`src/mst_pkg.sv`:
```
`default_nettype none
// ----------------------------------------------------------------------------
// mst_pkg: shared types and constants of the multimode slot timer
// Command codes, mode and register codes, the queued slot entry, the control
// bundle of the slot queue and one result record.
// ----------------------------------------------------------------------------
package mst_pkg;

	localparam int TICKS_W = 24;
	localparam int TAG_W   = 16;
	localparam int STAMP_W = 32;
	localparam int ADDR_W  = 8;

	typedef enum logic [2:0] {
		CMD_TICK    = 3'd0,
		CMD_START   = 3'd1,
		CMD_SUSPEND = 3'd2,
		CMD_RESUME  = 3'd3,
		CMD_DISABLE = 3'd4
	} cmd_t;

	localparam logic [1:0] MODE_ONE_SHOT = 2'd0;
	localparam logic [1:0] MODE_PERIODIC = 2'd1;
	localparam logic [1:0] MODE_SLOT     = 2'd2;

	localparam logic [1:0] CFG_MODE     = 2'd0;
	localparam logic [1:0] CFG_DURATION = 2'd1;
	localparam logic [1:0] CFG_RESERVED = 2'd2;

	localparam logic EV_EXPIRY = 1'b0;
	localparam logic EV_FLAG   = 1'b1;

	localparam logic [TICKS_W-1:0] DURATION_RESET = 24'd1000;

	// Result buffer: room for the two results of one item plus two in flight.
	localparam int RES_DEPTH = 4;
	localparam int RES_PW    = 2;
	localparam int RES_CW    = 3;

	typedef struct packed {
		logic [TICKS_W-1:0] len;
		logic               flag;
	} slot_entry_t;

	typedef struct packed {
		logic        push;
		logic        pop;
		logic        clear;
		slot_entry_t entry;
	} queue_ctl_t;

	typedef struct packed {
		logic               event_kind;
		logic               killed;
		logic               slot_flag;
		logic [TAG_W-1:0]   tag;
		logic [STAMP_W-1:0] stamp;
		logic               last;
	} result_t;

endpackage
`default_nettype wire

```
`src/mst_slot_queue.sv`:
```
`default_nettype none
// ----------------------------------------------------------------------------
// mst_slot_queue: circular queue of slot lengths and flags
// Keeps the head entry and the entry behind it in registers so that a slot
// end can load the following slot without a combinational memory read.
// ----------------------------------------------------------------------------
module mst_slot_queue #(
	parameter int DEPTH = 16
) (
	input  wire                         clk,
	input  wire                         arst_n,
	input  mst_pkg::queue_ctl_t         ctl,
	output logic [$clog2(DEPTH+1)-1:0]  count,
	output mst_pkg::slot_entry_t        head_entry,
	output mst_pkg::slot_entry_t        next_entry
);

	localparam int AW = (DEPTH > 1) ? $clog2(DEPTH) : 1;
	localparam int CW = $clog2(DEPTH + 1);
	localparam int SW = ((AW > CW) ? AW : CW) + 1;
	localparam logic [AW-1:0] LAST_ADDR = AW'(DEPTH - 1);
	localparam logic [SW-1:0] DEPTH_S   = SW'(DEPTH);

	mst_pkg::slot_entry_t mem [DEPTH];
	mst_pkg::slot_entry_t head_entry_q;
	mst_pkg::slot_entry_t rd_q;
	logic [AW-1:0] head_q;
	logic [CW-1:0] count_q;
	logic [AW-1:0] head_d;
	logic [CW-1:0] count_d;
	logic [AW-1:0] tail;
	logic [AW-1:0] rd_addr;
	logic [SW-1:0] tail_sum;

	function automatic logic [AW-1:0] addr_inc(input logic [AW-1:0] a);
		return (a == LAST_ADDR) ? '0 : AW'(a + 1'b1);
	endfunction

	always_comb begin
		tail_sum = SW'(head_q) + SW'(count_q);
		if (tail_sum >= DEPTH_S) begin
			tail_sum = tail_sum - DEPTH_S;
		end
		tail = tail_sum[AW-1:0];

		head_d  = head_q;
		count_d = count_q;
		if (ctl.clear) begin
			head_d  = '0;
			count_d = '0;
		end else if (ctl.pop) begin
			head_d  = addr_inc(head_q);
			count_d = count_q - 1'b1;
		end else if (ctl.push) begin
			count_d = count_q + 1'b1;
		end
		// The entry behind the head of the next cycle is fetched now.
		rd_addr = addr_inc(head_d);
	end

	always_ff @(posedge clk or negedge arst_n) begin
		if (!arst_n) begin
			head_q  <= '0;
			count_q <= '0;
		end else begin
			head_q  <= head_d;
			count_q <= count_d;
		end
	end

	always_ff @(posedge clk) begin
		if (ctl.push && !ctl.clear) begin
			mem[tail] <= ctl.entry;
		end
		if (ctl.push && !ctl.clear && (tail == rd_addr)) begin
			rd_q <= ctl.entry;
		end else begin
			rd_q <= mem[rd_addr];
		end
	end

	always_ff @(posedge clk) begin
		if (ctl.push && !ctl.clear && (count_q == '0)) begin
			head_entry_q <= ctl.entry;
		end else if (ctl.pop && !ctl.clear) begin
			head_entry_q <= rd_q;
		end
	end

	assign count      = count_q;
	assign head_entry = head_entry_q;
	assign next_entry = rd_q;

endmodule
`default_nettype wire

```
`src/mst_result_fifo.sv`:
```
`default_nettype none
// ----------------------------------------------------------------------------
// mst_result_fifo: output buffer for result records
// Takes up to two results in a cycle and hands out one per transaction.
// ----------------------------------------------------------------------------
module mst_result_fifo (
	input  wire                              clk,
	input  wire                              arst_n,
	input  wire                              push0,
	input  wire                              push1,
	input  mst_pkg::result_t                 res0,
	input  mst_pkg::result_t                 res1,
	input  wire                              pop,
	output logic                             has_room,
	output logic                             not_empty,
	output mst_pkg::result_t                 head
);

	mst_pkg::result_t mem_q [mst_pkg::RES_DEPTH];
	logic [mst_pkg::RES_PW-1:0] wr_ptr_q;
	logic [mst_pkg::RES_PW-1:0] rd_ptr_q;
	logic [mst_pkg::RES_CW-1:0] count_q;
	logic [mst_pkg::RES_CW-1:0] n_push;
	logic                       do_pop;

	always_comb begin
		do_pop = pop && (count_q != '0);
		n_push = mst_pkg::RES_CW'(push0) + mst_pkg::RES_CW'(push1);
	end

	always_ff @(posedge clk or negedge arst_n) begin
		if (!arst_n) begin
			wr_ptr_q <= '0;
			rd_ptr_q <= '0;
			count_q  <= '0;
		end else begin
			wr_ptr_q <= wr_ptr_q + mst_pkg::RES_PW'(n_push);
			rd_ptr_q <= rd_ptr_q + mst_pkg::RES_PW'(do_pop);
			count_q  <= count_q + n_push - mst_pkg::RES_CW'(do_pop);
		end
	end

	always_ff @(posedge clk) begin
		if (push0) begin
			mem_q[wr_ptr_q] <= res0;
		end
		if (push1) begin
			mem_q[wr_ptr_q + 1'b1] <= res1;
		end
	end

	assign has_room  = count_q <= mst_pkg::RES_CW'(mst_pkg::RES_DEPTH - 2);
	assign not_empty = count_q != '0;
	assign head      = mem_q[rd_ptr_q];

endmodule
`default_nettype wire

```
`src/multimode_slot_timer.sv`:
```
`default_nettype none
// ----------------------------------------------------------------------------
// multimode_slot_timer: command-driven one-shot, periodic and slot timer
// Top level: input register, command decode and timer state, result buffer.
// ----------------------------------------------------------------------------
// Usage
// Commands arrive on the input channel (in_valid/in_ready), one per
// transaction: tick, start, suspend, resume or disable. Each command gives
// zero, one or two result records on the output channel (out_valid/out_ready);
// the final record of a command carries last. The user must write registers
// through the cfg channel, which is always ready, only while no command is in
// flight; the block itself does not enforce this. A command accepted at a
// clock edge is decoded in the following cycle; its results are written to a
// four-entry result buffer once it has room, and the output channel offers them.
// Throughput: one command per cycle while the buffer has room for two
// results; the sustained rate is then bounded only by the output channel,
// which delivers one result per cycle while out_ready is high.
// Stall: when the receiver holds out_ready low the buffer fills and in_ready
// falls once fewer than two entries are free; nothing is dropped.
// Reset: arst_n clears the timer state, the slot queue pointers, the tick
// clock and the buffer; registers return to one-shot mode, a duration of
// 1000 ticks and no reserved ticks.
// ----------------------------------------------------------------------------
module multimode_slot_timer #(
	parameter int QUEUE_DEPTH = 16
) (
	input  wire                             clk,
	input  wire                             arst_n,
	input  wire                             cfg_valid,
	output logic                            cfg_ready,
	input  wire  [1:0]                      cfg_index,
	input  wire  [mst_pkg::TICKS_W-1:0]     cfg_data,
	input  wire                             in_valid,
	output logic                            in_ready,
	input  wire  [2:0]                      command,
	input  wire  [mst_pkg::TICKS_W-1:0]     slot_ticks,
	input  wire  [mst_pkg::ADDR_W-1:0]      node_address,
	input  wire                             slot_check,
	input  wire  [mst_pkg::TAG_W-1:0]       frame_tag,
	output logic                            out_valid,
	input  wire                             out_ready,
	output logic                            event_kind,
	output logic                            killed,
	output logic                            slot_flag,
	output logic [mst_pkg::TAG_W-1:0]       tag_out,
	output logic [mst_pkg::STAMP_W-1:0]     event_time,
	output logic                            last
);

	localparam int CW = $clog2(QUEUE_DEPTH + 1);
	localparam logic [CW-1:0] QFULL = CW'(QUEUE_DEPTH);

	// Configuration registers.
	logic [1:0]                  mode_q;
	logic [mst_pkg::TICKS_W-1:0] duration_q;
	logic [mst_pkg::TICKS_W-1:0] reserved_q;

	// Input stage.
	logic                         valid_s1;
	logic [2:0]                   cmd_s1;
	logic [mst_pkg::TICKS_W-1:0]  slot_s1;
	logic [mst_pkg::ADDR_W-1:0]   addr_s1;
	logic                         chk_s1;
	logic [mst_pkg::TAG_W-1:0]    tag_s1;

	// Timer state.
	logic                         active_q, active_d;
	logic                         disabled_q, disabled_d;
	logic                         counting_q, counting_d;
	logic [mst_pkg::TICKS_W-1:0]  remaining_q, remaining_d;
	logic [mst_pkg::TAG_W-1:0]    saved_tag_q, saved_tag_d;
	logic [mst_pkg::STAMP_W-1:0]  tick_clock_q, tick_clock_d;

	mst_pkg::queue_ctl_t  q_ctl, q_ctl_d;
	mst_pkg::slot_entry_t q_head, q_next, new_entry, head_val;
	logic [CW-1:0]        q_count;

	mst_pkg::result_t res0, res1, fifo_head;
	logic             v0, v1;
	logic             fifo_room, fifo_ne;
	logic             adv_s1;
	logic             clear_req;

	function automatic logic [mst_pkg::TICKS_W-1:0] slot_load(
		input logic [mst_pkg::TICKS_W-1:0] len,
		input logic [mst_pkg::TICKS_W-1:0] rsv
	);
		return (len > rsv) ? (len - rsv) : '0;
	endfunction

	assign cfg_ready = 1'b1;
	assign adv_s1    = valid_s1 && fifo_room;
	assign in_ready  = !valid_s1 || adv_s1;

	always_ff @(posedge clk or negedge arst_n) begin
		if (!arst_n) begin
			mode_q     <= mst_pkg::MODE_ONE_SHOT;
			duration_q <= mst_pkg::DURATION_RESET;
			reserved_q <= '0;
		end else if (cfg_valid) begin
			case (cfg_index)
				mst_pkg::CFG_MODE:     mode_q     <= cfg_data[1:0];
				mst_pkg::CFG_DURATION: duration_q <= cfg_data;
				mst_pkg::CFG_RESERVED: reserved_q <= cfg_data;
				default: ;
			endcase
		end
	end

	always_ff @(posedge clk or negedge arst_n) begin
		if (!arst_n) begin
			valid_s1 <= 1'b0;
		end else if (in_ready) begin
			valid_s1 <= in_valid;
		end
	end

	always_ff @(posedge clk) begin
		if (in_ready && in_valid) begin
			cmd_s1  <= command;
			slot_s1 <= slot_ticks;
			addr_s1 <= node_address;
			chk_s1  <= slot_check;
			tag_s1  <= frame_tag;
		end
	end

	always_comb begin
		active_d     = active_q;
		disabled_d   = disabled_q;
		counting_d   = counting_q;
		remaining_d  = remaining_q;
		saved_tag_d  = saved_tag_q;
		tick_clock_d = tick_clock_q;
		q_ctl_d      = '0;
		v0           = 1'b0;
		v1           = 1'b0;
		res0         = '0;
		res1         = '0;

		new_entry.len  = slot_s1;
		new_entry.flag = chk_s1;
		q_ctl_d.entry  = new_entry;
		// After a push into an empty queue the new slot is the head.
		head_val  = (q_count == '0) ? new_entry : q_head;
		clear_req = (addr_s1 == '0) && (slot_s1 == '0) && !chk_s1;

		case (cmd_s1)
			mst_pkg::CMD_TICK: begin
				tick_clock_d = tick_clock_q + 1'b1;
				if (counting_q) begin
					if (remaining_q > mst_pkg::TICKS_W'(1)) begin
						remaining_d = remaining_q - 1'b1;
					end else if (mode_q == mst_pkg::MODE_PERIODIC) begin
						v0               = 1'b1;
						res0.event_kind  = mst_pkg::EV_EXPIRY;
						remaining_d      = duration_q;
					end else if (mode_q == mst_pkg::MODE_SLOT) begin
						v0              = 1'b1;
						res0.event_kind = mst_pkg::EV_EXPIRY;
						v1              = 1'b1;
						res1.event_kind = mst_pkg::EV_FLAG;
						q_ctl_d.pop     = q_count != '0;
						if (q_count > CW'(1)) begin
							res1.slot_flag = q_next.flag;
							remaining_d    = slot_load(q_next.len, reserved_q);
						end else begin
							active_d    = 1'b0;
							counting_d  = 1'b0;
							remaining_d = '0;
						end
					end else begin
						v0              = 1'b1;
						res0.event_kind = mst_pkg::EV_EXPIRY;
						active_d        = 1'b0;
						counting_d      = 1'b0;
						remaining_d     = '0;
					end
				end
			end
			mst_pkg::CMD_START: begin
				if (!disabled_q) begin
					saved_tag_d = tag_s1;
					if (mode_q == mst_pkg::MODE_SLOT) begin
						if (clear_req) begin
							if (active_q && counting_q) begin
								v0              = 1'b1;
								res0.event_kind = mst_pkg::EV_EXPIRY;
								res0.killed     = 1'b1;
								v1              = 1'b1;
								res1.event_kind = mst_pkg::EV_FLAG;
							end
							active_d      = 1'b0;
							counting_d    = 1'b0;
							remaining_d   = '0;
							q_ctl_d.clear = 1'b1;
						end else if (q_count < QFULL) begin
							q_ctl_d.push = 1'b1;
							if (!active_q) begin
								active_d        = 1'b1;
								counting_d      = 1'b1;
								v0              = 1'b1;
								res0.event_kind = mst_pkg::EV_FLAG;
								res0.slot_flag  = head_val.flag;
								remaining_d     = slot_load(head_val.len, reserved_q);
							end
						end
					end else if (mode_q == mst_pkg::MODE_PERIODIC) begin
						if (!active_q) begin
							active_d    = 1'b1;
							counting_d  = 1'b1;
							remaining_d = duration_q;
						end
					end else begin
						if (!active_q) begin
							active_d   = 1'b1;
							counting_d = 1'b1;
						end
						remaining_d = duration_q;
					end
				end
			end
			mst_pkg::CMD_SUSPEND: begin
				if (active_q) begin
					if (counting_q && (mode_q == mst_pkg::MODE_PERIODIC)) begin
						v0              = 1'b1;
						res0.event_kind = mst_pkg::EV_EXPIRY;
						res0.killed     = 1'b1;
					end else if (counting_q && (mode_q == mst_pkg::MODE_SLOT)) begin
						v0              = 1'b1;
						res0.event_kind = mst_pkg::EV_EXPIRY;
						res0.killed     = 1'b1;
						v1              = 1'b1;
						res1.event_kind = mst_pkg::EV_FLAG;
						q_ctl_d.clear   = 1'b1;
					end
					active_d    = 1'b0;
					counting_d  = 1'b0;
					remaining_d = '0;
				end
			end
			mst_pkg::CMD_RESUME: begin
				active_d = 1'b1;
			end
			mst_pkg::CMD_DISABLE: begin
				disabled_d = 1'b1;
			end
			default: ;
		endcase

		res0.tag   = saved_tag_d;
		res0.stamp = tick_clock_d;
		res0.last  = !v1;
		res1.tag   = saved_tag_d;
		res1.stamp = tick_clock_d;
		res1.last  = 1'b1;

		q_ctl = adv_s1 ? q_ctl_d : '0;
	end

	always_ff @(posedge clk or negedge arst_n) begin
		if (!arst_n) begin
			active_q     <= 1'b0;
			disabled_q   <= 1'b0;
			counting_q   <= 1'b0;
			remaining_q  <= '0;
			saved_tag_q  <= '0;
			tick_clock_q <= '0;
		end else if (adv_s1) begin
			active_q     <= active_d;
			disabled_q   <= disabled_d;
			counting_q   <= counting_d;
			remaining_q  <= remaining_d;
			saved_tag_q  <= saved_tag_d;
			tick_clock_q <= tick_clock_d;
		end
	end

	mst_slot_queue #(
		.DEPTH(QUEUE_DEPTH)
	) u_queue (
		.clk       (clk),
		.arst_n    (arst_n),
		.ctl       (q_ctl),
		.count     (q_count),
		.head_entry(q_head),
		.next_entry(q_next)
	);

	mst_result_fifo u_fifo (
		.clk      (clk),
		.arst_n   (arst_n),
		.push0    (adv_s1 && v0),
		.push1    (adv_s1 && v1),
		.res0     (res0),
		.res1     (res1),
		.pop      (out_ready),
		.has_room (fifo_room),
		.not_empty(fifo_ne),
		.head     (fifo_head)
	);

	assign out_valid  = fifo_ne;
	assign event_kind = fifo_head.event_kind;
	assign killed     = fifo_head.killed;
	assign slot_flag  = fifo_head.slot_flag;
	assign tag_out    = fifo_head.tag;
	assign event_time = fifo_head.stamp;
	assign last       = fifo_head.last;

endmodule
`default_nettype wire

```
`config.mk`:
```
export PLATFORM = sky130hd
export DESIGN_NAME = multimode_slot_timer
export DESIGN_NICKNAME = d
export VERILOG_FILES = /design/src/mst_pkg.sv /design/src/mst_slot_queue.sv /design/src/mst_result_fifo.sv /design/src/multimode_slot_timer.sv
export SDC_FILE = /design/constraint.sdc
export NUM_CORES = 1
export LEC_CHECK = 0
export ABC_AREA = 1
export BUFFER_PORTS_ARGS = -buffer_cell sky130_fd_sc_hd__buf_2
export CORE_ASPECT_RATIO = 1.25
export CORE_MARGIN = 5
export CORE_UTILIZATION = 60
export DETAILED_ROUTE_END_ITERATION = 6
export GPL_TIMING_DRIVEN = 0
export HOLD_SLACK_MARGIN = 0.03
export PLACE_DENSITY_LB_ADDON = 0.05
export SYNTH_ARGS = -nofsm -noshare
export SYNTH_HDL_FRONTEND = slang
export SYNTH_SLANG_ARGS = --single-unit
```
`constraint.sdc`:
```
create_clock -name clk -period 7.6 [get_ports clk]
set_input_delay 0.38 -clock clk [delete_from_list [all_inputs] [get_ports clk]]
set_output_delay 0.38 -clock clk [all_outputs]
set_load 0.01 [all_outputs]
```
== Word level (Yosys, flattened, before mapping) ==
Memories as Yosys holds them, arrays and structs flattened. A register that Yosys moved wholly into a read port is not among the register bits.
Index checks and enable logic that the tools add are counted.
Widths: inputs -> output; s select.
Cells by class
  add/subtract/negate cells: 16
  magnitude comparators: 7
  equal/unequal tests: 19
  muxes and demuxes: 115
  reductions and logical operators: 36
Operators by type and width (number)
  $mux 24: 15
  $mux 1: 75
  $mux 25: 3
  $pmux 24 s3: 1
  $gt 24x24->1: 2
  $sub 24x24->24: 2
  $add 32x1->32 const B: 1
  $mux 16: 2
  $mux 32: 1
  $mux 28: 1
  $gt 24x1->1 const B: 1
  $logic_not 24->1: 1
  $sub 24x1->24 const B: 1
  $mux 4: 5
  $reduce_and 8->1: 2
  $mux 5: 3
  $logic_and 1x1->1: 13
  $ne 4x4->1 const B: 3
  $ne 2x2->1 const B: 5
  $pmux 1 s3: 3
  $reduce_bool 3->1: 3
  $add 4x1->4 const B: 2
  $eq 4x4->1 const B: 2
  $logic_not 8->1: 1
  33 further kinds: 45
Storage, ports and cells
  register bits: 219
  bits in writable memories: 608
  output and inout port bits: 55
  logic and storage cells: 217
  memories kept: 2
Memory list
  u_queue.mem: depth 16, width 25, rd ports 1, clocked after Yosys merged registers in 1, wr ports 1, RTL line mst_slot_queue.sv:24  | mst_pkg::slot_entry_t mem [DEPTH];
  u_fifo.mem_q: depth 4, width 52, rd ports 1, clocked after Yosys merged registers in 0, wr ports 2, RTL line mst_result_fifo.sv:19  | mst_pkg::result_t mem_q [mst_pkg::RES_DEPTH];

== Depth between registers and ports, before layout ==
Gate-level depths: netlist of the first run.
  depth in word-level cells: 12
  gate-level depth with buffers: 28
  gate-level depth less buffers: 25

== By module ==
From an unflattened synthesis of the first run, not the netlist that was laid out.
Unflattened totals
  cell total of the unflattened synthesis: 5470
  area total of the unflattened synthesis: 44926.8 um^2
By module, submodules not included
  mst_slot_queue: times used 1, cells each 1838, area each 19168.4 um^2
  multimode_slot_timer: times used 1, cells each 2063, area each 13576.8 um^2
  mst_result_fifo: times used 1, cells each 1569, area each 12181.7 um^2

== Worst setup path after synthesis of the first run ==
Ideal clock, no wire load.
  path kind: reg-to-reg
  start point: register u_fifo.count_q[1] in the netlist's numbering
  end point: register addr_s1[0] in the netlist's numbering, enable pin
  arrival: 3.130 ns
  required time: 7.138 ns
  path slack: 4.008 ns
  stages on the path, launching flop included: 6
  buffers on the path: 0
  period minus slack after synthesis: 3.592 ns
  path through: dfrtp_1 nand2_1 inv_1 o21ai_0 inv_1 nor2_1
Between the ends
  cells in the longest elaborated chain, start to end: 4
Ends and longest elaborated chain
  from (decl): RTL line mst_result_fifo.sv:22  | logic [mst_pkg::RES_CW-1:0] count_q;
  from (signal assigned): RTL line mst_result_fifo.sv:39  | count_q <= count_q + n_push - mst_pkg::RES_CW'(do_pop);
  $le 3x2->1: RTL line mst_result_fifo.sv:52  | assign has_room = count_q <= mst_pkg::RES_CW'(mst_pkg::RES_DEPTH - 2);
  $logic_and 1x1->1: RTL line multimode_slot_timer.sv:92  | assign adv_s1 = valid_s1 && fifo_room;
  $logic_or 1x1->1: RTL line multimode_slot_timer.sv:93  | assign in_ready = !valid_s1 || adv_s1;
  via in_ready: RTL line multimode_slot_timer.sv:34  | output logic in_ready,
  $logic_and 1x1->1: RTL line multimode_slot_timer.sv:119  | if (in_ready && in_valid) begin
  to (signal assigned): RTL line multimode_slot_timer.sv:122  | addr_s1 <= node_address;
  to (decl): RTL line multimode_slot_timer.sv:62  | logic [mst_pkg::ADDR_W-1:0] addr_s1;
The timed path passes the listed nets, and every way through them passes these cells.
A chain may end at the register's enable or synchronous reset.

==> out/metrics.csv, run 1 <==
stage;metric;value;unit
cts;num_cts_buffers;81;
timing;timing_worst_slew_pin_value;1.36;ns
logic_synthesis;post-synth-top-area-cell;sky130_fd_sc_hd__edfxtp_1;
global_routing;globalRoute.totalOverflow;0;
pwr;leakagePower;0.0185;uW
worst_setup_path;worstPathBufferInverterCount;4;
logic_synthesis;syn_area;0.0401;mm^2
routing;vias_per_cell;5.87;
outcome;outcome;complete, but fails checks;
logic_synthesis;synth_top_cells_by_count;sky130_fd_sc_hd__nand2_1, sky130_fd_sc_hd__edfxtp_1, sky130_fd_sc_hd__inv_1, sky130_fd_sc_hd__o21ai_0, sky130_fd_sc_hd__nor2_1;
cts;clock_path_buffers;3;
routing;drtIter0Drc;3183;
cts;cts-resized-gates;0;
global_routing;grt_max_degree;84;
logic_synthesis;synth.yosys.warnings;0;
layout;fin_util;68.6;%
logic_synthesis;synth_most_common_cell;sky130_fd_sc_hd__nand2_1;
worst_setup_path;crit_fanout;10;
cts;clock_sinks;831;
layout;footprint_of_the_multi_input_gates;0.0135;mm^2
worst_setup_path;critical-path-top-cell-by-count;sky130_fd_sc_hd__nand2_1;
timing;final.period_utilization;74.4;%
global_routing;grt_util_all_layers;33.3;%
cts;worst_setup_hold_path_clk_slew;0.06;ns
die;fp.dieArea;0.0721;mm^2
timing;setup-violations-final;0;
worst_setup_path;worst-endpoint-required;8.15;ns
cts;clock-root-buffer;sky130_fd_sc_hd__clkbuf_16;
cts;deepest_level_of_the_cts_h_tree;3;
timing;hold_violations;0;
timing;worst_clock_skew;0.0266;ns
cts;clk_latency;0.65;ns
die;floorplan.core_area;0.0666;mm^2
hold_path;hold-path-cell-count;3;
worst_setup_path;worst-path-stages;24;
pwr;seq_power_share;39.1;%
timing;fmax;177;MHz
cts;clock_tree_from_tritoncts;done;
routing;wl_per_cell;23.0;um
logic_synthesis;avgSynthCellArea;9.91;um^2
pwr;power.switching_fraction;37.0;%
logic_synthesis;synthDominantCellAreaShare;50.7;%
pwr;power_frac_comb;32.6;%
timing;max_slew_violation_count;0;
die;die_width;241;um
die;initial_utilization;60.2;%
logic_synthesis;seq_area_frac_synth;60.2;%
routing;detailedRoute.firstPassIterationCount;7;
timing;finalCriticalPeriod;5.66;ns
layout;nets;4497;
global_routing;via_count_of_the_first_global_routing_pass;30400;
pwr;clockPowerShare;28.3;%
logic_synthesis;synth-seq-cells;831;
logic_synthesis;synth_fp_nets;4198;
worst_setup_path;crit_path_top_delay_cell;sky130_fd_sc_hd__clkbuf_1;
global_routing;antenna_found_initial;2;
routing;via_count_of_the_routed_design;30900;
logic_synthesis;synth_cells;4043;
hold_path;hp-class;input pin to flop;
worst_setup_path;cp-start-kind;flop;
layout;seq_area;0.0241;mm^2
timing;setup_total_negative_slack;0;ns
worst_setup_path;arrival;6.20;ns
placed_design;port_buffers;136;
layout;total_inserted_antenna_cells;0;
routing;drt_drc_violations_left;1;
die;count_of_boundary_i_o_pins;138;
worst_setup_path;endpoint_kind;flop;
layout;layout-drive-gt1-share;9.49;%
timing;slew_headroom;9.06;%
logic_synthesis;post_synth_num_cell_types;49;
cts;postCtsSetupBuffers;0;
worst_setup_path;critical_path.cell_chain;buf_2 -> clkbuf_1 -> clkbuf_1 -> a21oi_1 -> o21ai_0 -> o211ai_1 -> o211ai_1 -> nand2_1 -> ha_1 -> nand2_1 -> nor2_1 -> nand2_1 -> nor2_1 -> nand2_1 -> nand2_1 -> nor2_1 -> nor2_1 -> buf_2 -> nand3_1 -> nand2_1 -> nand3_1 -> nand2_1 -> nand2_1 -> o21ai_0;
flow_run;timing.max_cap.violations;0;
die;core.rowCount;106;
timing;grt_setup_unrepaired;no;
global_routing;first_pass_grt_wire_length;181000;um
pwr;power.density_cell_area;312;mW/mm^2
routing;wl;121000;um
die;die_h;299;um
placed_design;place_hpwl;85300;um
worst_setup_path;path_delay_family;simple AND/OR/NAND/NOR gates;
worst_setup_path;rr_worst_depth;24;
logic_synthesis;synthTopCellsByArea;sky130_fd_sc_hd__edfxtp_1, sky130_fd_sc_hd__dfrtp_1, sky130_fd_sc_hd__nand2_1;
pwr;largest_voltage_drop_on_the_vdd_net;299;uV
outcome;violated_checks;DRC;
worst_setup_path;worst-setup-path-type;flop to flop;
logic_synthesis;postSynth.asyncResetShare;17.1;%
logic_synthesis;count_of_flip_flops_with_a_built_in_enable_after_synthesis;677;
pwr;p_sw;5280;uW
layout;area.growth.synth_to_final;14.0;%
logic_synthesis;postSynth.topFlopCell;sky130_fd_sc_hd__edfxtp_1;
layout;final.fill_count;5140;
pwr;internal_power;8990;uW
placed_design;gp_congestion;0.947;
routing;final_antenna_net_count;0;
worst_setup_path;max_stage_delay;0.57;ns
-- cells in the final DEF, fill, tap and decap left out, types with 16 or more instances in the layout --
cell type	netlist	routed
sky130_fd_sc_hd__clkbuf_1	147	165
sky130_fd_sc_hd__xor2_1	52	52
sky130_fd_sc_hd__o211ai_1	103	103
sky130_fd_sc_hd__ha_1	68	68
sky130_fd_sc_hd__o21ai_0	462	462
sky130_fd_sc_hd__a21oi_1	247	247
sky130_fd_sc_hd__nand2_1	690	689
sky130_fd_sc_hd__dfrtp_1	136	136
sky130_fd_sc_hd__xnor2_1	21	21
sky130_fd_sc_hd__inv_1	469	469
sky130_fd_sc_hd__buf_2	22	157
sky130_fd_sc_hd__edfxtp_1	677	677
sky130_fd_sc_hd__o22ai_1	51	51
sky130_fd_sc_hd__nand3_1	162	162
sky130_fd_sc_hd__clkbuf_16	0	82
sky130_fd_sc_hd__nor2_4	2	19
sky130_fd_sc_hd__nor2_2	47	52
sky130_fd_sc_hd__nor2_1	404	382
sky130_fd_sc_hd__dlygate4sd3_1	0	57
sky130_fd_sc_hd__nand4_1	38	38
sky130_fd_sc_hd__nor3_1	26	26
sky130_fd_sc_hd__buf_12	0	16
sky130_fd_sc_hd__mux2i_1	101	101
-- sequential cells by signal, indices dropped and copies added (netlist names), 24 cells and up, named ones only --
register / flops
slot_s1: 24
duration_q: 24
u_queue.head_entry: 25
remaining_q: 24
u_fifo.mem_q: 208
u_queue.mem: 400
reserved_q: 24
tick_clock_q: 32
-- final timing paths --
kind | startpoint | end | slack [ns]
worst max-delay path | flop | remaining_q[2]$_DFFE_PN0P_ | 1.94
worst min-delay path | cfg_data[20] | duration_q[20]$_DFFE_PN0P_ | 0.06
worst max register to register | flop | remaining_q[2]$_DFFE_PN0P_ | 1.94
worst min register to register | remaining_q[23]$_DFFE_PN0P_ | remaining_q[23]$_DFFE_PN0P_ | 0.48
max in group asynchronous | arst_n | duration_q[3]$_DFFE_PN1P_ | 6.37
min in group asynchronous | arst_n | remaining_q[11]$_DFFE_PN0P_ | 0.39
-- worst reg2reg max path: cells and delay by family (launching register included) --
kind / cells / cell delay (ns)
simple gates: 14 / 2.09
buf+inv: 4 / 1.80
compound gates: 5 / 0.88
fa+ha+maj: 1 / 0.46
flops: 1 / 0.35
-- layer usage --
layer | up-vias | wire length, um | GRT usage [%]
met5 | - | 0 | 0
met4 | 0 | 7840 | 18.3
met1 | 14700 | 45400 | 42.3
met3 | 369 | 9340 | 4.71
met2 | 1469 | 58400 | 55.1
li1 | 14400 | - | -
-- cell type report --
class | count | share of cell area, %
sequential | 831 | 52.8
multi-input combinational | 2544 | 29.5
inverter | 474 | 3.90
tap | 864 | 2.37
buffer | 194 | 1.83
timing repair buffer | 216 | 3.82
clock buffer | 102 | 4.70
clock inverter | 45 | 1.04
-- cells by family after synthesis --
| logic type | count (synthesis) | synth area share [%] |
|---|---|---|
| flops | 831 | 60.2 |
| compound gates | 881 | 11.9 |
| other cells | 1 | 0.00936 |
| mux | 101 | 2.52 |
| fa+ha+maj | 72 | 2.32 |
| buf+inv | 668 | 6.52 |
| xor+xnor | 73 | 1.60 |
| simple gates | 1416 | 14.9 |
-- power groups by stage --
stage / Clock [uW] / Combinational, uW / Sequential (uW)
5_1_grt: 4240 / 5150 / 5600
3_3_place_gp: 0 / 4480 / 5670
6_report: 4030 / 4650 / 5580
2_1_floorplan: 0 / 2960 / 5600
4_1_cts: 4050 / 4600 / 5580
3_5_place_dp: 0 / 4560 / 5670
-- metrics by stage --
step | instance area [um^2] | hold WS (ns) | instances | setup slack, ns | power (uW)
floorplan | 40100 | 0.0844 | 4043 | 4.01 | 8560
global placement | 41800 | 0.453 | 5043 | 2.02 | 10200
detailed placement | 42500 | 0.468 | 5066 | 2.18 | 10200
CTS | 45700 | 0.0310 | 5270 | 2.14 | 14200
global route | 45700 | 0.0696 | 5270 | 1.74 | 15000
finish | 45700 | 0.0618 | 5270 | 1.94 | 14300
-- what timing repair did --
| action | CTS | global route |
|---|---|---|
| endpoints found under the hold margin | 136 | 0 |
| hold buffers | 57 | 0 |
| setup endpoints to repair | 0 | 0 |
(Power assumes the default switching activity.)
==> run 2: changes to the inputs <==
Settings changed: ABC_AREA 1 to 0, CORE_UTILIZATION 60 to 56.
Clock period 7.6 ns to 5 ns, I/O delays scaled along.
==> out/metrics.csv, run 2 <==
stage;metric;value;unit
worst_setup_path;crit_path_top_delay_cell;sky130_fd_sc_hd__mux4_2;
die;initial_utilization;56.4;%
worst_setup_path;worst-endpoint-required;5.49;ns
timing;finalCriticalPeriod;4.79;ns
logic_synthesis;count_of_flip_flops_with_a_built_in_enable_after_synthesis;677;
global_routing;globalRoute.totalOverflow;0;
global_routing;grt_util_all_layers;27.8;%
timing;final.period_utilization;95.8;%
timing;timing_worst_slew_pin_value;1.19;ns
pwr;leakagePower;0.0158;uW
logic_synthesis;synth.yosys.warnings;0;
routing;drtIter0Drc;1722;
worst_setup_path;path_delay_family;multiplexers;
logic_synthesis;synthDominantCellAreaShare;53.8;%
routing;detailedRoute.firstPassIterationCount;5;
logic_synthesis;synth_most_common_cell;sky130_fd_sc_hd__edfxtp_1;
timing;worst_clock_skew;0.0256;ns
cts;clock_tree_from_tritoncts;done;
placed_design;place_hpwl;73000;um
hold_path;min_to;u_fifo.rd_ptr_q[0]$_DFF_PN0_;
layout;layout.cells.most_common_list;sky130_fd_sc_hd__edfxtp_1, sky130_fd_sc_hd__nor2_1, sky130_fd_sc_hd__mux4_2, sky130_fd_sc_hd__buf_2, sky130_fd_sc_hd__dfrtp_1;
cts;clock_sinks;831;
die;count_of_boundary_i_o_pins;138;
cts;deepest_level_of_the_cts_h_tree;3;
routing;drt_drc_violations_left;0;
logic_synthesis;postSynth.asyncResetShare;17.1;%
worst_setup_path;rr_worst_depth;17;
die;die_width;242;um
worst_setup_path;regToRegSetupSlack;0.21;ns
cts;clock-root-buffer;sky130_fd_sc_hd__clkbuf_16;
worst_setup_path;cp-start-kind;flop;
timing;max_slew_violation_count;0;
hold_path;hp-class;input pin to flop;
logic_synthesis;syn_area;0.0378;mm^2
logic_synthesis;synth_cells;2542;
logic_synthesis;synth_fp_nets;2697;
routing;wl_per_cell;26.8;um
worst_setup_path;max_stage_delay;0.54;ns
placed_design;gp_congestion;0.928;
logic_synthesis;post-synth-top-area-cell;sky130_fd_sc_hd__edfxtp_1;
layout;area.growth.synth_to_final;15.9;%
worst_setup_path;worst-setup-path-type;flop to flop;
routing;vias_per_cell;6.14;
timing;hold_violations;0;
routing;wl;102000;um
cts;clock_path_buffers;3;
die;floorplan.core_area;0.0670;mm^2
logic_synthesis;seq_area_frac_synth;63.8;%
logic_synthesis;post_synth_num_cell_types;99;
die;die_h;300;um
routing;via_count_of_the_routed_design;23300;
worst_setup_path;crit_fanout;10;
timing;setup_total_negative_slack;0;ns
logic_synthesis;synth-seq-cells;831;
cts;clk_latency;0.64;ns
pwr;power.density_cell_area;462;mW/mm^2
placed_design;port_buffers;136;
worst_setup_path;arrival;5.28;ns
worst_setup_path;worstPathBufferInverterCount;5;
timing;fmax;209;MHz
layout;mostFrequentLayoutCell;sky130_fd_sc_hd__edfxtp_1;
layout;largest_register_ff_count;400;
placed_design;pre_cts_setup_slack;-1.96;ns
global_routing;via_count_of_the_first_global_routing_pass;24100;
flow_run;timing.max_cap.violations;0;
hold_path;hold-path-cell-count;3;
worst_setup_path;crit-reg2reg-capture;remaining_q[0]$_DFFE_PN0P_;
global_routing;first_pass_grt_wire_length;153000;um
hold_path;min-delay-start;out_ready;
layout;reg_top3;u_queue.mem: 400 flops, u_fifo.mem_q: 208 flops, tick_clock_q: 32 flops;
layout;nets;3024;
outcome;outcome;complete, no violations;
routing;final_antenna_net_count;0;
worst_setup_path;endpoint_kind;flop;
global_routing;antenna_found_initial;1;
die;core.rowCount;106;
layout;regMostFlops;u_queue.mem;
timing;final.setup.worst_slack;0.212;ns
timing;setup-violations-final;0;
timing;slew_headroom;20.9;%
logic_synthesis;postSynth.topFlopCell;sky130_fd_sc_hd__edfxtp_1;
cts;worst_setup_hold_path_clk_slew;0.07;ns
global_routing;grt_max_degree;94;
worst_setup_path;critical_path.cell_chain;buf_8 -> buf_8 -> mux4_2 -> mux4_2 -> inv_1 -> ha_1 -> inv_1 -> fa_1 -> a211oi_2 -> o211ai_1 -> nand2b_1 -> o41ai_2 -> o21ai_2 -> buf_4 -> a2bb2oi_1 -> nor4_1 -> or4_1;
pwr;largest_voltage_drop_on_the_vdd_net;365;uV
cts;num_cts_buffers;80;
die;fp.dieArea;0.0728;mm^2
logic_synthesis;synth_top_cells_by_count;sky130_fd_sc_hd__edfxtp_1, sky130_fd_sc_hd__nor2_1, sky130_fd_sc_hd__mux4_2, sky130_fd_sc_hd__dfrtp_1, sky130_fd_sc_hd__nand2_1;
layout;layout-drive-gt1-share;23.8;%
logic_synthesis;synthTopCellsByArea;sky130_fd_sc_hd__edfxtp_1, sky130_fd_sc_hd__mux4_2, sky130_fd_sc_hd__dfrtp_1;
logic_synthesis;avgSynthCellArea;14.9;um^2
## run 2: cell count changes after synthesis, moves of 92 or more
| cell | before | now |
|---|---|---|
| sky130_fd_sc_hd__nand3_1 | 162 | 32 |
| sky130_fd_sc_hd__nor2_1 | 404 | 306 |
| sky130_fd_sc_hd__o211ai_1 | 103 | 11 |
| sky130_fd_sc_hd__a21oi_1 | 247 | 75 |
| sky130_fd_sc_hd__nand2_1 | 690 | 130 |
| sky130_fd_sc_hd__o21ai_0 | 462 | 75 |
| sky130_fd_sc_hd__mux2_2 | 0 | 102 |
| sky130_fd_sc_hd__mux4_2 | 0 | 177 |
| sky130_fd_sc_hd__inv_1 | 469 | 59 |
## run 2: report_power, final
part	total, uW	internal (uW)	switching, uW	leakage [uW]
registers	8550	8200	348	0.00827
clock network	5990	3370	2610	0.00124
logic	5710	2200	3510	0.00626
## run 2: what timing repair did
item | in CTS | in global routing
buffers inserted | 3 | 11
resized for setup | 51 | 31
setup endpoints to repair | 91 | 24
endpoints found under the hold margin | 152 | 0
pin swaps | 2 | 1
hold buffers | 80 | 0
## run 2: worst max-delay path by stage
stage / end / slack (ns) / cells past startpoint
detailed placement: remaining_q[2]$_DFFE_PN0P_ / -1.96 / 18
global placement: remaining_q[2]$_DFFE_PN0P_ / -1.81 / 18
CTS: remaining_q[20]$_DFFE_PN0P_ / 0.05 / 12
floorplan: remaining_q[0]$_DFFE_PN0P_ / 0.06 / 17
finish: remaining_q[0]$_DFFE_PN0P_ / 0.21 / 17
global route: remaining_q[0]$_DFFE_PN0P_ / -0.008 / 17
## run 2: cells by family (layout without fill, tap and decap cells)
logic type / Yosys count / after routing / share of synthesized area [%]
adder cells (fa/ha/maj): 72 / 72 / 2.46
AO/OA/AOI/OAI: 340 / 340 / 6.10
flip-flops: 831 / 831 / 63.8
AND/OR/NAND/NOR: 680 / 680 / 8.53
multiplexers: 302 / 302 / 14.2
other: 1 / 3 / 0.00992
XOR/XNOR: 119 / 119 / 2.76
buffers and inverters: 197 / 588 / 2.10
## run 2: area by class of cell
type | count | area, um^2
tap | 864 | 1080
clock buffer | 96 | 2090
sequential | 831 | 24100
fill | 4806 | 23200
inverter | 61 | 229
antenna | 2 | 5.00
buffer | 130 | 636
clock inverter | 50 | 478
multi-input combinational | 1514 | 13100
timing repair buffer | 251 | 2070
## run 2: through the flow
stage               area, um^2  power (uW)  utilization (%)  hold WS [ns]  cells
floorplan                37800       12200                -       -0.0456   2542
global placement         39600       14100             59.1         0.428   3542
detailed placement       40200       14200             60.0         0.249   3563
CTS                      43700       20300             65.2        0.0995   3790
global route             43800       21100             65.4         0.129   3797
finish                   43800       20200             65.4         0.117   3799
## run 2: worst reg2reg max path: cells and delay by family (launching register included)
| family | cells | cell delay (ns) |
|---|---|---|
| fa+ha+maj | 2 | 0.61 |
| mux | 2 | 1.06 |
| simple gates | 3 | 0.77 |
| buf+inv | 5 | 0.74 |
| compound gates | 5 | 0.99 |
| flops | 1 | 0.46 |
## run 2: metal layers
layer  up-vias  GRT usage [%]  part of all wire [%]
met5         -              0                 0.013
met4         2           11.1                   4.2
met3       183           2.85                   4.4
met2       778           51.0                    54
met1     11900           34.1                    38
li1      10400              -                     -
